[src/sv/lisr_pkg.sv]
// shared constants, codes and types for the linear interpolating sample reader
// no dependencies; every other file refers to it by scoped names
`timescale 1ns / 1ps

package lisr_pkg;

  localparam int TABLE_DEPTH   = 4096;
  localparam int SAMPLE_BITS   = 24;
  localparam int FRAC_BITS     = 16;
  localparam int ADDR_BITS     = $clog2(TABLE_DEPTH);
  localparam int IDX_BITS      = 12;
  localparam int TIME_BITS     = 32;
  localparam int RATE_BITS     = 18;
  localparam int LEN_BITS      = 13;
  localparam int POS_BITS      = TIME_BITS + RATE_BITS;
  localparam int INT_BITS      = POS_BITS - FRAC_BITS;
  localparam int KIND_BITS     = 2;
  localparam int CFG_IDX_BITS  = 1;
  localparam int CFG_DATA_BITS = 18;
  localparam int DIFF_BITS     = SAMPLE_BITS + 1;
  localparam int MPROD_BITS    = DIFF_BITS + FRAC_BITS + 1;
  localparam int SHIFT_BITS    = MPROD_BITS - FRAC_BITS;

  localparam logic [KIND_BITS-1:0] KIND_WRITE   = 2'd0;
  localparam logic [KIND_BITS-1:0] KIND_NEAREST = 2'd1;
  localparam logic [KIND_BITS-1:0] KIND_LINEAR  = 2'd2;

  localparam logic [CFG_IDX_BITS-1:0] CFG_SAMPLE_RATE  = 1'd0;
  localparam logic [CFG_IDX_BITS-1:0] CFG_TABLE_LENGTH = 1'd1;

  localparam logic [RATE_BITS-1:0] RATE_RESET = 18'd48000;
  localparam logic [LEN_BITS-1:0]  LEN_RESET  = LEN_BITS'(TABLE_DEPTH);

  typedef logic signed [SAMPLE_BITS-1:0] sample_t;

  // load enables for the interpolation stages
  typedef struct packed {
    logic s4;
    logic s5;
  } lisr_stage_en_t;

endpackage

[src/sv/lisr_interp.sv]
// slope, slope times fraction, and final select of the read result
// depends on lisr_pkg; load enables come from the top level stall chain
`timescale 1ns / 1ps

module lisr_interp (
  input  logic                              clk,
  input  lisr_pkg::lisr_stage_en_t          en,
  input  lisr_pkg::sample_t                 s3_d0,
  input  lisr_pkg::sample_t                 s3_d1,
  input  logic [lisr_pkg::FRAC_BITS-1:0]    s3_frac,
  input  logic [lisr_pkg::KIND_BITS-1:0]    s3_kind,
  input  logic                              s3_oor,
  output lisr_pkg::sample_t                 value,
  output logic                              out_of_range
);

  logic signed [lisr_pkg::DIFF_BITS-1:0]  s4_diff;
  lisr_pkg::sample_t                      s4_d0;
  logic [lisr_pkg::FRAC_BITS-1:0]         s4_frac;
  logic [lisr_pkg::KIND_BITS-1:0]         s4_kind;
  logic                                   s4_oor;

  logic signed [lisr_pkg::MPROD_BITS-1:0] s5_mprod;
  lisr_pkg::sample_t                      s5_d0;
  logic [lisr_pkg::KIND_BITS-1:0]         s5_kind;
  logic                                   s5_oor;

  logic signed [lisr_pkg::SHIFT_BITS-1:0] shifted;
  logic signed [lisr_pkg::SHIFT_BITS-1:0] lin_sum;

  always_ff @(posedge clk) begin
    if (en.s4) begin
      s4_diff <= lisr_pkg::DIFF_BITS'(s3_d1) - lisr_pkg::DIFF_BITS'(s3_d0);
      s4_d0   <= s3_d0;
      s4_frac <= s3_frac;
      s4_kind <= s3_kind;
      s4_oor  <= s3_oor;
    end
    if (en.s5) begin
      // fraction is unsigned, so it goes in with a zero sign bit
      s5_mprod <= lisr_pkg::MPROD_BITS'(s4_diff) *
                  lisr_pkg::MPROD_BITS'($signed({1'b0, s4_frac}));
      s5_d0    <= s4_d0;
      s5_kind  <= s4_kind;
      s5_oor   <= s4_oor;
    end
  end

  // arithmetic shift rounds toward minus infinity
  assign shifted = lisr_pkg::SHIFT_BITS'(s5_mprod >>> lisr_pkg::FRAC_BITS);
  assign lin_sum = lisr_pkg::SHIFT_BITS'(s5_d0) + shifted;

  always_comb begin
    value = '0;
    case (s5_kind)
      lisr_pkg::KIND_NEAREST: value = s5_oor ? '0 : s5_d0;
      lisr_pkg::KIND_LINEAR:  value = s5_oor ? '0 : lin_sum[lisr_pkg::SAMPLE_BITS-1:0];
      default:                value = '0;
    endcase
  end

  assign out_of_range = s5_oor;

endmodule

[config.mk]
export PLATFORM = sky130hd
export DESIGN_NAME = lisr_interp
export DESIGN_NICKNAME = d
export VERILOG_FILES = /design/src/sv/lisr_pkg.sv /design/src/sv/lisr_interp.sv
export SDC_FILE = /design/constraint.sdc
export NUM_CORES = 1
export LEC_CHECK = 0
export ABC_AREA = 1
export BUFFER_PORTS_ARGS = -buffer_cell sky130_fd_sc_hd__buf_2
export CORE_ASPECT_RATIO = 0.7
export CORE_MARGIN = 2
export CORE_UTILIZATION = 65
export CTS_CLUSTER_SIZE = 28
export DETAILED_ROUTE_END_ITERATION = 8
export PLACE_DENSITY = 0.94
export SYNTH_ARGS = -nofsm -noshare
export SYNTH_HDL_FRONTEND = slang
export SYNTH_SLANG_ARGS = --single-unit
[constraint.sdc]
create_clock -name clk -period 8.7 [get_ports clk]
set_input_delay 0.87 -clock clk [delete_from_list [all_inputs] [get_ports clk]]
set_output_delay 0.87 -clock clk [all_outputs]
set_load 0.01 [all_outputs]
## After elaboration in Yosys (flattened, before gate mapping)

Index checks and enable logic that the tools add are counted.

| cells by class | value |
|---|---|
| add/sub/neg operators | 2 |
| multiply operators | 1 |
| equality and inequality tests | 2 |
| muxes and demuxes | 3 |

Operators with widths:

| kind | count |
|---|---|
| two-way mux 24 bit | 2 |
| case mux 24 bit (2 select lines) | 1 |
| multiplier 25 x 17 -> 40 bit | 1 |
| subtractor 24 x 24 -> 25 bit | 1 |
| adder 24 bit | 1 |
| equality test 2 x 1 -> 1 bit (second input constant) | 1 |
| equality test 2 bit (second input constant) | 1 |

| word-level totals | value |
|---|---|
| bits of input ports | 70 |
| output and inout bits | 25 |
| register bits after elaboration | 135 |

## Longest topological paths before layout

| depth | value |
|---|---|
| depth in word-level cells | 3 |
| depth in mapped cells | 31 |
| depth with buffers taken out | 29 |

## Least setup slack after synthesis

OpenSTA, ideal clock, no wires.

| timing path | value |
|---|---|
| path type | reg-to-reg |
| start | register s4_frac[3] (netlist bit) |
| end | register s5_mprod[36] (netlist bit) (data pin) |
| path slack | 3.059 ns |
| data required time | 8.448 ns |
| clock period less this slack | 5.641 ns |
| library setup time | 0.252 ns |
| arrival time | 5.389 ns |
| cell stages (with the launch flop) | 23 |
| cells stage by stage | edfxtp_1 > clkbuf_1 > clkbuf_1 > nand2_1 > fa_1 > fa_1 > inv_1 > fa_1 > fa_1 > fa_1 > inv_1 > fa_1 > inv_1 > ha_1 > nand2_1 > nor2_1 > inv_1 > nor3_1 > nand2_1 > nand2_1 > nand2_1 > nand3_1 > nand2_1 |

| on the way | value |
|---|---|
| longest elaborated chain between the ends | 1 |

RTL lines:

| element | RTL line | source |
|---|---|---|
| start, declared | lisr_interp.sv:19 | `logic [lisr_pkg::FRAC_BITS-1:0] s4_frac;` |
| start signal, assigned | lisr_interp.sv:35 | `s4_frac <= s3_frac;` |
| multiplier 25 x 17 -> 40 bit | lisr_interp.sv:41 | `s5_mprod <= lisr_pkg::MPROD_BITS'(s4_diff) *` |
| end signal, assigned | lisr_interp.sv:41 |  |
| end, declared | lisr_interp.sv:23 | `logic signed [lisr_pkg::MPROD_BITS-1:0] s5_mprod;` |

No other way between the ends.
A chain may end at the register's enable or synchronous reset.

## Final worst setup path

| timing path | value |
|---|---|
| start | register s4_frac[2] (netlist bit) |
| end | register s5_mprod[37] (netlist bit) (data pin) |

Same word-level chain as after synthesis.

==> metrics.txt <==
# TYPE chip_impl_metric gauge
chip_impl_metric{name="antenna-diode-count",unit=""} 0
chip_impl_metric{name="max_slew.worst_pin.slew",unit="ps"} 1204
chip_impl_metric{name="clock_latency_of_the_later_clocked_register_in_the_worst_skew_pair",unit="ps"} 450
chip_impl_metric{name="post_syn_area_per_cell",unit="um2"} 7.699
chip_impl_metric{name="final.period_utilization",unit="%"} 79.04
chip_impl_metric{name="areaGrowthSynthToFinish",unit="%"} 5.800
chip_impl_info{name="timing.critical_path.mode_cell",value="sky130_fd_sc_hd__fa_1"} 1
chip_impl_info{name="endpoint_kind",value="flop"} 1
chip_impl_info{name="holdPathEnd",value="s5_d0[3]"} 1
chip_impl_metric{name="critical_path.max_stage_delay",unit="ps"} 1050
chip_impl_metric{name="globalRouteMet1Util",unit="%"} 50.69
chip_impl_metric{name="post-place-cells",unit=""} 3318
chip_impl_metric{name="number_of_synthesized_flops_with_an_enable_pin",unit=""} 119
chip_impl_metric{name="synth.distinct_cells",unit=""} 41
chip_impl_metric{name="postCtsSetupBuffers",unit=""} 0
chip_impl_metric{name="io-pin-count",unit=""} 95
chip_impl_metric{name="worst-endpoint-arrival",unit="ps"} 7070
chip_impl_info{name="cell_types_occupying_the_most_area_after_synthesis",value="sky130_fd_sc_hd__fa_1, sky130_fd_sc_hd__edfxtp_1, sky130_fd_sc_hd__nand2_1, sky130_fd_sc_hd__inv_1, sky130_fd_sc_hd__ha_1"} 1
chip_impl_metric{name="post_drt_wl_per_cell",unit="um"} 18.83
chip_impl_metric{name="dpl.hpwl",unit="um"} 51280
chip_impl_info{name="most_used_standard_cell_by_instance_count_after_synthesis",value="sky130_fd_sc_hd__nand2_1"} 1
chip_impl_metric{name="fin_crit",unit="ps"} 6876
chip_impl_info{name="crit_path_start_kind",value="flop"} 1
chip_impl_metric{name="floorplan.die.width",unit="um"} 224.6
chip_impl_info{name="busiest_grt_layer",value="met2"} 1
chip_impl_metric{name="vias_per_cell",unit=""} 5.613
chip_impl_metric{name="relative_slew_slack",unit="%"} 19.71
chip_impl_metric{name="place.gp.congestion",unit=""} 0.9986
chip_impl_info{name="tritoncts",value="yes"} 1
chip_impl_info{name="worst_r2r_startpoint",value="s4_frac[2]"} 1
chip_impl_metric{name="drive_gt1_share",unit="%"} 5.489
chip_impl_metric{name="antenna_found_initial",unit=""} 0
chip_impl_metric{name="clk_pin_slew_worst_paths",unit="ps"} 70
chip_impl_metric{name="dieArea",unit="um2"} 35570
chip_impl_info{name="r2r_path_end",value="s5_mprod[37]"} 1
chip_impl_metric{name="routed_wl",unit="um"} 63070
chip_impl_info{name="synth_largest_area_cell",value="sky130_fd_sc_hd__fa_1"} 1
chip_impl_info{name="grt_setup_unrepaired",value="no"} 1
chip_impl_metric{name="timing.critical_path.required",unit="ps"} 8900
chip_impl_metric{name="synthesis.area",unit="um2"} 22130
chip_impl_metric{name="timing.max_cap.violations",unit=""} 0
chip_impl_metric{name="place.port_buffers",unit=""} 94
chip_impl_metric{name="post_cts_hold_buffer_count",unit=""} 0
chip_impl_metric{name="critPathMaxFanout",unit=""} 25
chip_impl_metric{name="track_usage",unit="%"} 37.48
chip_impl_metric{name="detail_route.drc_violations",unit=""} 0
chip_impl_metric{name="postLayoutCoreUtil",unit="%"} 69.92
chip_impl_metric{name="synth_async_sr_flop_share",unit="%"} 0
chip_impl_info{name="critical_setup_path_kind",value="reg -> reg"} 1
chip_impl_metric{name="synth_fp_nets",unit=""} 3469
chip_impl_metric{name="vias_in_the_first_global_route",unit=""} 19927
chip_impl_info{name="synthFlopType",value="sky130_fd_sc_hd__edfxtp_1"} 1
chip_impl_metric{name="final_clock_skew",unit="ps"} 18.56
chip_impl_metric{name="hold-worst-slack",unit="ps"} 414.9
chip_impl_info{name="synth_top_cells_by_count",value="sky130_fd_sc_hd__nand2_1, sky130_fd_sc_hd__inv_1, sky130_fd_sc_hd__fa_1"} 1
chip_impl_metric{name="groute.layer.met2.usage",unit="%"} 58.54
chip_impl_info{name="run_status",value="finished clean"} 1
chip_impl_metric{name="grt_max_degree",unit=""} 69
chip_impl_metric{name="grt_first_pass_wirelength",unit="um"} 101900
chip_impl_metric{name="synthesis.yosys.warnings",unit=""} 0
chip_impl_metric{name="stdcell_count",unit=""} 3350
chip_impl_metric{name="drv_slew",unit=""} 0
chip_impl_metric{name="htree_num_levels",unit=""} 4
chip_impl_metric{name="floorplan.core_area",unit="um2"} 33490
chip_impl_metric{name="num_vias",unit=""} 18802
chip_impl_info{name="hold_path_class",value="reg -> reg"} 1
chip_impl_metric{name="gr-total-overflow",unit=""} 0
chip_impl_metric{name="final.setup.tns",unit="ps"} 0
chip_impl_metric{name="use_met3",unit="%"} 8.230
chip_impl_metric{name="cts.sinks",unit=""} 119
chip_impl_metric{name="detail_route.first_pass.iterations",unit=""} 8
chip_impl_metric{name="r2r_setup_slack",unit="ps"} 1820
chip_impl_info{name="timing.critical_path.cells",value="nand2_1 -> fa_1 -> fa_1 -> inv_1 -> fa_1 -> fa_1 -> fa_1 -> inv_1 -> fa_1 -> inv_1 -> ha_1 -> nand2_1 -> nor2_1 -> nand2_1 -> nor2_1 -> nand4_1 -> nand4_1 -> nand2_1"} 1
chip_impl_metric{name="final_hold_viol_count",unit=""} 0
chip_impl_metric{name="ys_seq_area_share",unit="%"} 16.14
chip_impl_metric{name="placementRows",unit=""} 56
chip_impl_metric{name="effective_utilization_at_floorplan",unit="%"} 66.09
chip_impl_metric{name="min_path_cells",unit=""} 0
chip_impl_metric{name="maxClockFrequency",unit="MHz"} 145.4
chip_impl_metric{name="ctsResizeCount",unit=""} 0
chip_impl_metric{name="finalSetupViolCount",unit=""} 0
chip_impl_info{name="cts_root_buf",value="sky130_fd_sc_hd__clkbuf_16"} 1
chip_impl_metric{name="synth_top_area_share",unit="%"} 34.28
chip_impl_metric{name="clk_path_buf_depth",unit=""} 2
chip_impl_metric{name="drt.antenna.violating_nets",unit=""} 0
chip_impl_metric{name="ff_to_ff_path_depth",unit=""} 18
chip_impl_metric{name="synth_seq_cells",unit=""} 119
chip_impl_metric{name="finalNetCount",unit=""} 3496
chip_impl_metric{name="dr.first_iter.drc_count",unit=""} 2430
chip_impl_metric{name="synthesis.instances",unit=""} 2875
chip_impl_metric{name="dieHeight",unit="um"} 158.4
chip_impl_metric{name="numCtsBuffers",unit=""} 17
chip_impl_info{name="min-delay-start",value="s4_d0[3]"} 1
chip_impl_info{name="timing.critical_path.slowest_stage_cell",value="sky130_fd_sc_hd__edfxtp_1"} 1
==> stage by stage <==
stage / instance area, um2 / setup slack [ps]
2_1_floorplan: 22130 / 3059
3_3_place_gp: 22860 / 2170
3_5_place_dp: 22860 / 2035
4_1_cts: 23420 / 1985
5_1_grt: 23420 / 1502
6_report: 23420 / 1824
==> state kept, by name, summed over array words and instances (netlist names) <==
signal and count:
out_of_range 1, s4_d0 24, s4_diff 25, s4_frac 16, s4_kind 2, s4_oor 1, s5_d0 24, s5_kind 2
s5_mprod 24
==> cells by family after synthesis <==
| family | share of synthesized area, % |
|---|---|
| AOI/OAI and AO/OA | 4.460 |
| xor gates and xnor gates | 1.583 |
| adders and majority gates | 42.48 |
| buffers and inverters | 15.73 |
| DFF | 16.14 |
| and+or+nand+nor | 19.61 |
==> area by class of cell <==
cell class	count	area (um2)
Clock inverter	14	127.6
Inverter	826	3100
Tap cell	435	544.3
Timing Repair Buffer	106	563.0
Clock buffer	18	429.2
Fill cell	2645	10070
Sequential cell	119	3573
Multi-Input combinational cell	1832	15080
==> how the worst max path moves through the flow <==
stage                           from      endpoint  slack, ps  cells after the start
final                     s4_frac[2]  s5_mprod[37]       1820                     18
after global routing      s4_frac[2]  s5_mprod[33]       1500                     20
after CTS                 s4_frac[2]  s5_mprod[38]       1980                     18
after detailed placement  s4_frac[2]  s5_mprod[38]       2030                     18
after global placement    s4_frac[2]  s5_mprod[37]       2170                     18
after floorplan           s4_frac[3]  s5_mprod[36]       3060                     22
==> placed cells by master, fill, tap and decap left out, types with 2 or more instances in the layout <==
cell                         count
sky130_fd_sc_hd__a21o_1          4
sky130_fd_sc_hd__or2_2           4
sky130_fd_sc_hd__nand2_2         4
sky130_fd_sc_hd__inv_1         825
sky130_fd_sc_hd__xor2_1         29
sky130_fd_sc_hd__clkbuf_16      17
sky130_fd_sc_hd__a21boi_0        6
sky130_fd_sc_hd__fa_1          379
sky130_fd_sc_hd__o21ai_1         2
sky130_fd_sc_hd__ha_1          145
sky130_fd_sc_hd__clkinv_2        3
sky130_fd_sc_hd__nand2_1       842
sky130_fd_sc_hd__clkinvlp_4      4
sky130_fd_sc_hd__nor2_2          3
sky130_fd_sc_hd__nand3_1        75
sky130_fd_sc_hd__buf_2          93
sky130_fd_sc_hd__inv_6           3
sky130_fd_sc_hd__a21oi_1       106
sky130_fd_sc_hd__o21ai_2         4
sky130_fd_sc_hd__edfxtp_1      119
sky130_fd_sc_hd__buf_4          13
sky130_fd_sc_hd__o21ai_0        38
sky130_fd_sc_hd__xnor2_1        11
sky130_fd_sc_hd__o21bai_1       11
sky130_fd_sc_hd__nand4_1        17
sky130_fd_sc_hd__o31ai_1         2
sky130_fd_sc_hd__nor4_2          2
sky130_fd_sc_hd__nor3_1         13
sky130_fd_sc_hd__clkinv_4        3
sky130_fd_sc_hd__nor2_1        117
sky130_fd_sc_hd__and2_1          3
sky130_fd_sc_hd__nand3b_1        3
==> metal layers <==
layer  share of wire (%)  vias up
met3                  11      240
met1                  40     9007
met4                 4.6        0
met5                   0        -
li1                    -     8384
met2                  44     1171
==> worst max-delay path, delay by kind of cell (launching register included) <==
family        cells  cell delay [ps]
simple gates      8             1450
fa+ha+maj         7             3720
flops             1             1050
buf+inv           3              380
Power is not shown: default switching activity piles up to over one toggle a cycle in this logic, so the estimate is an artifact.
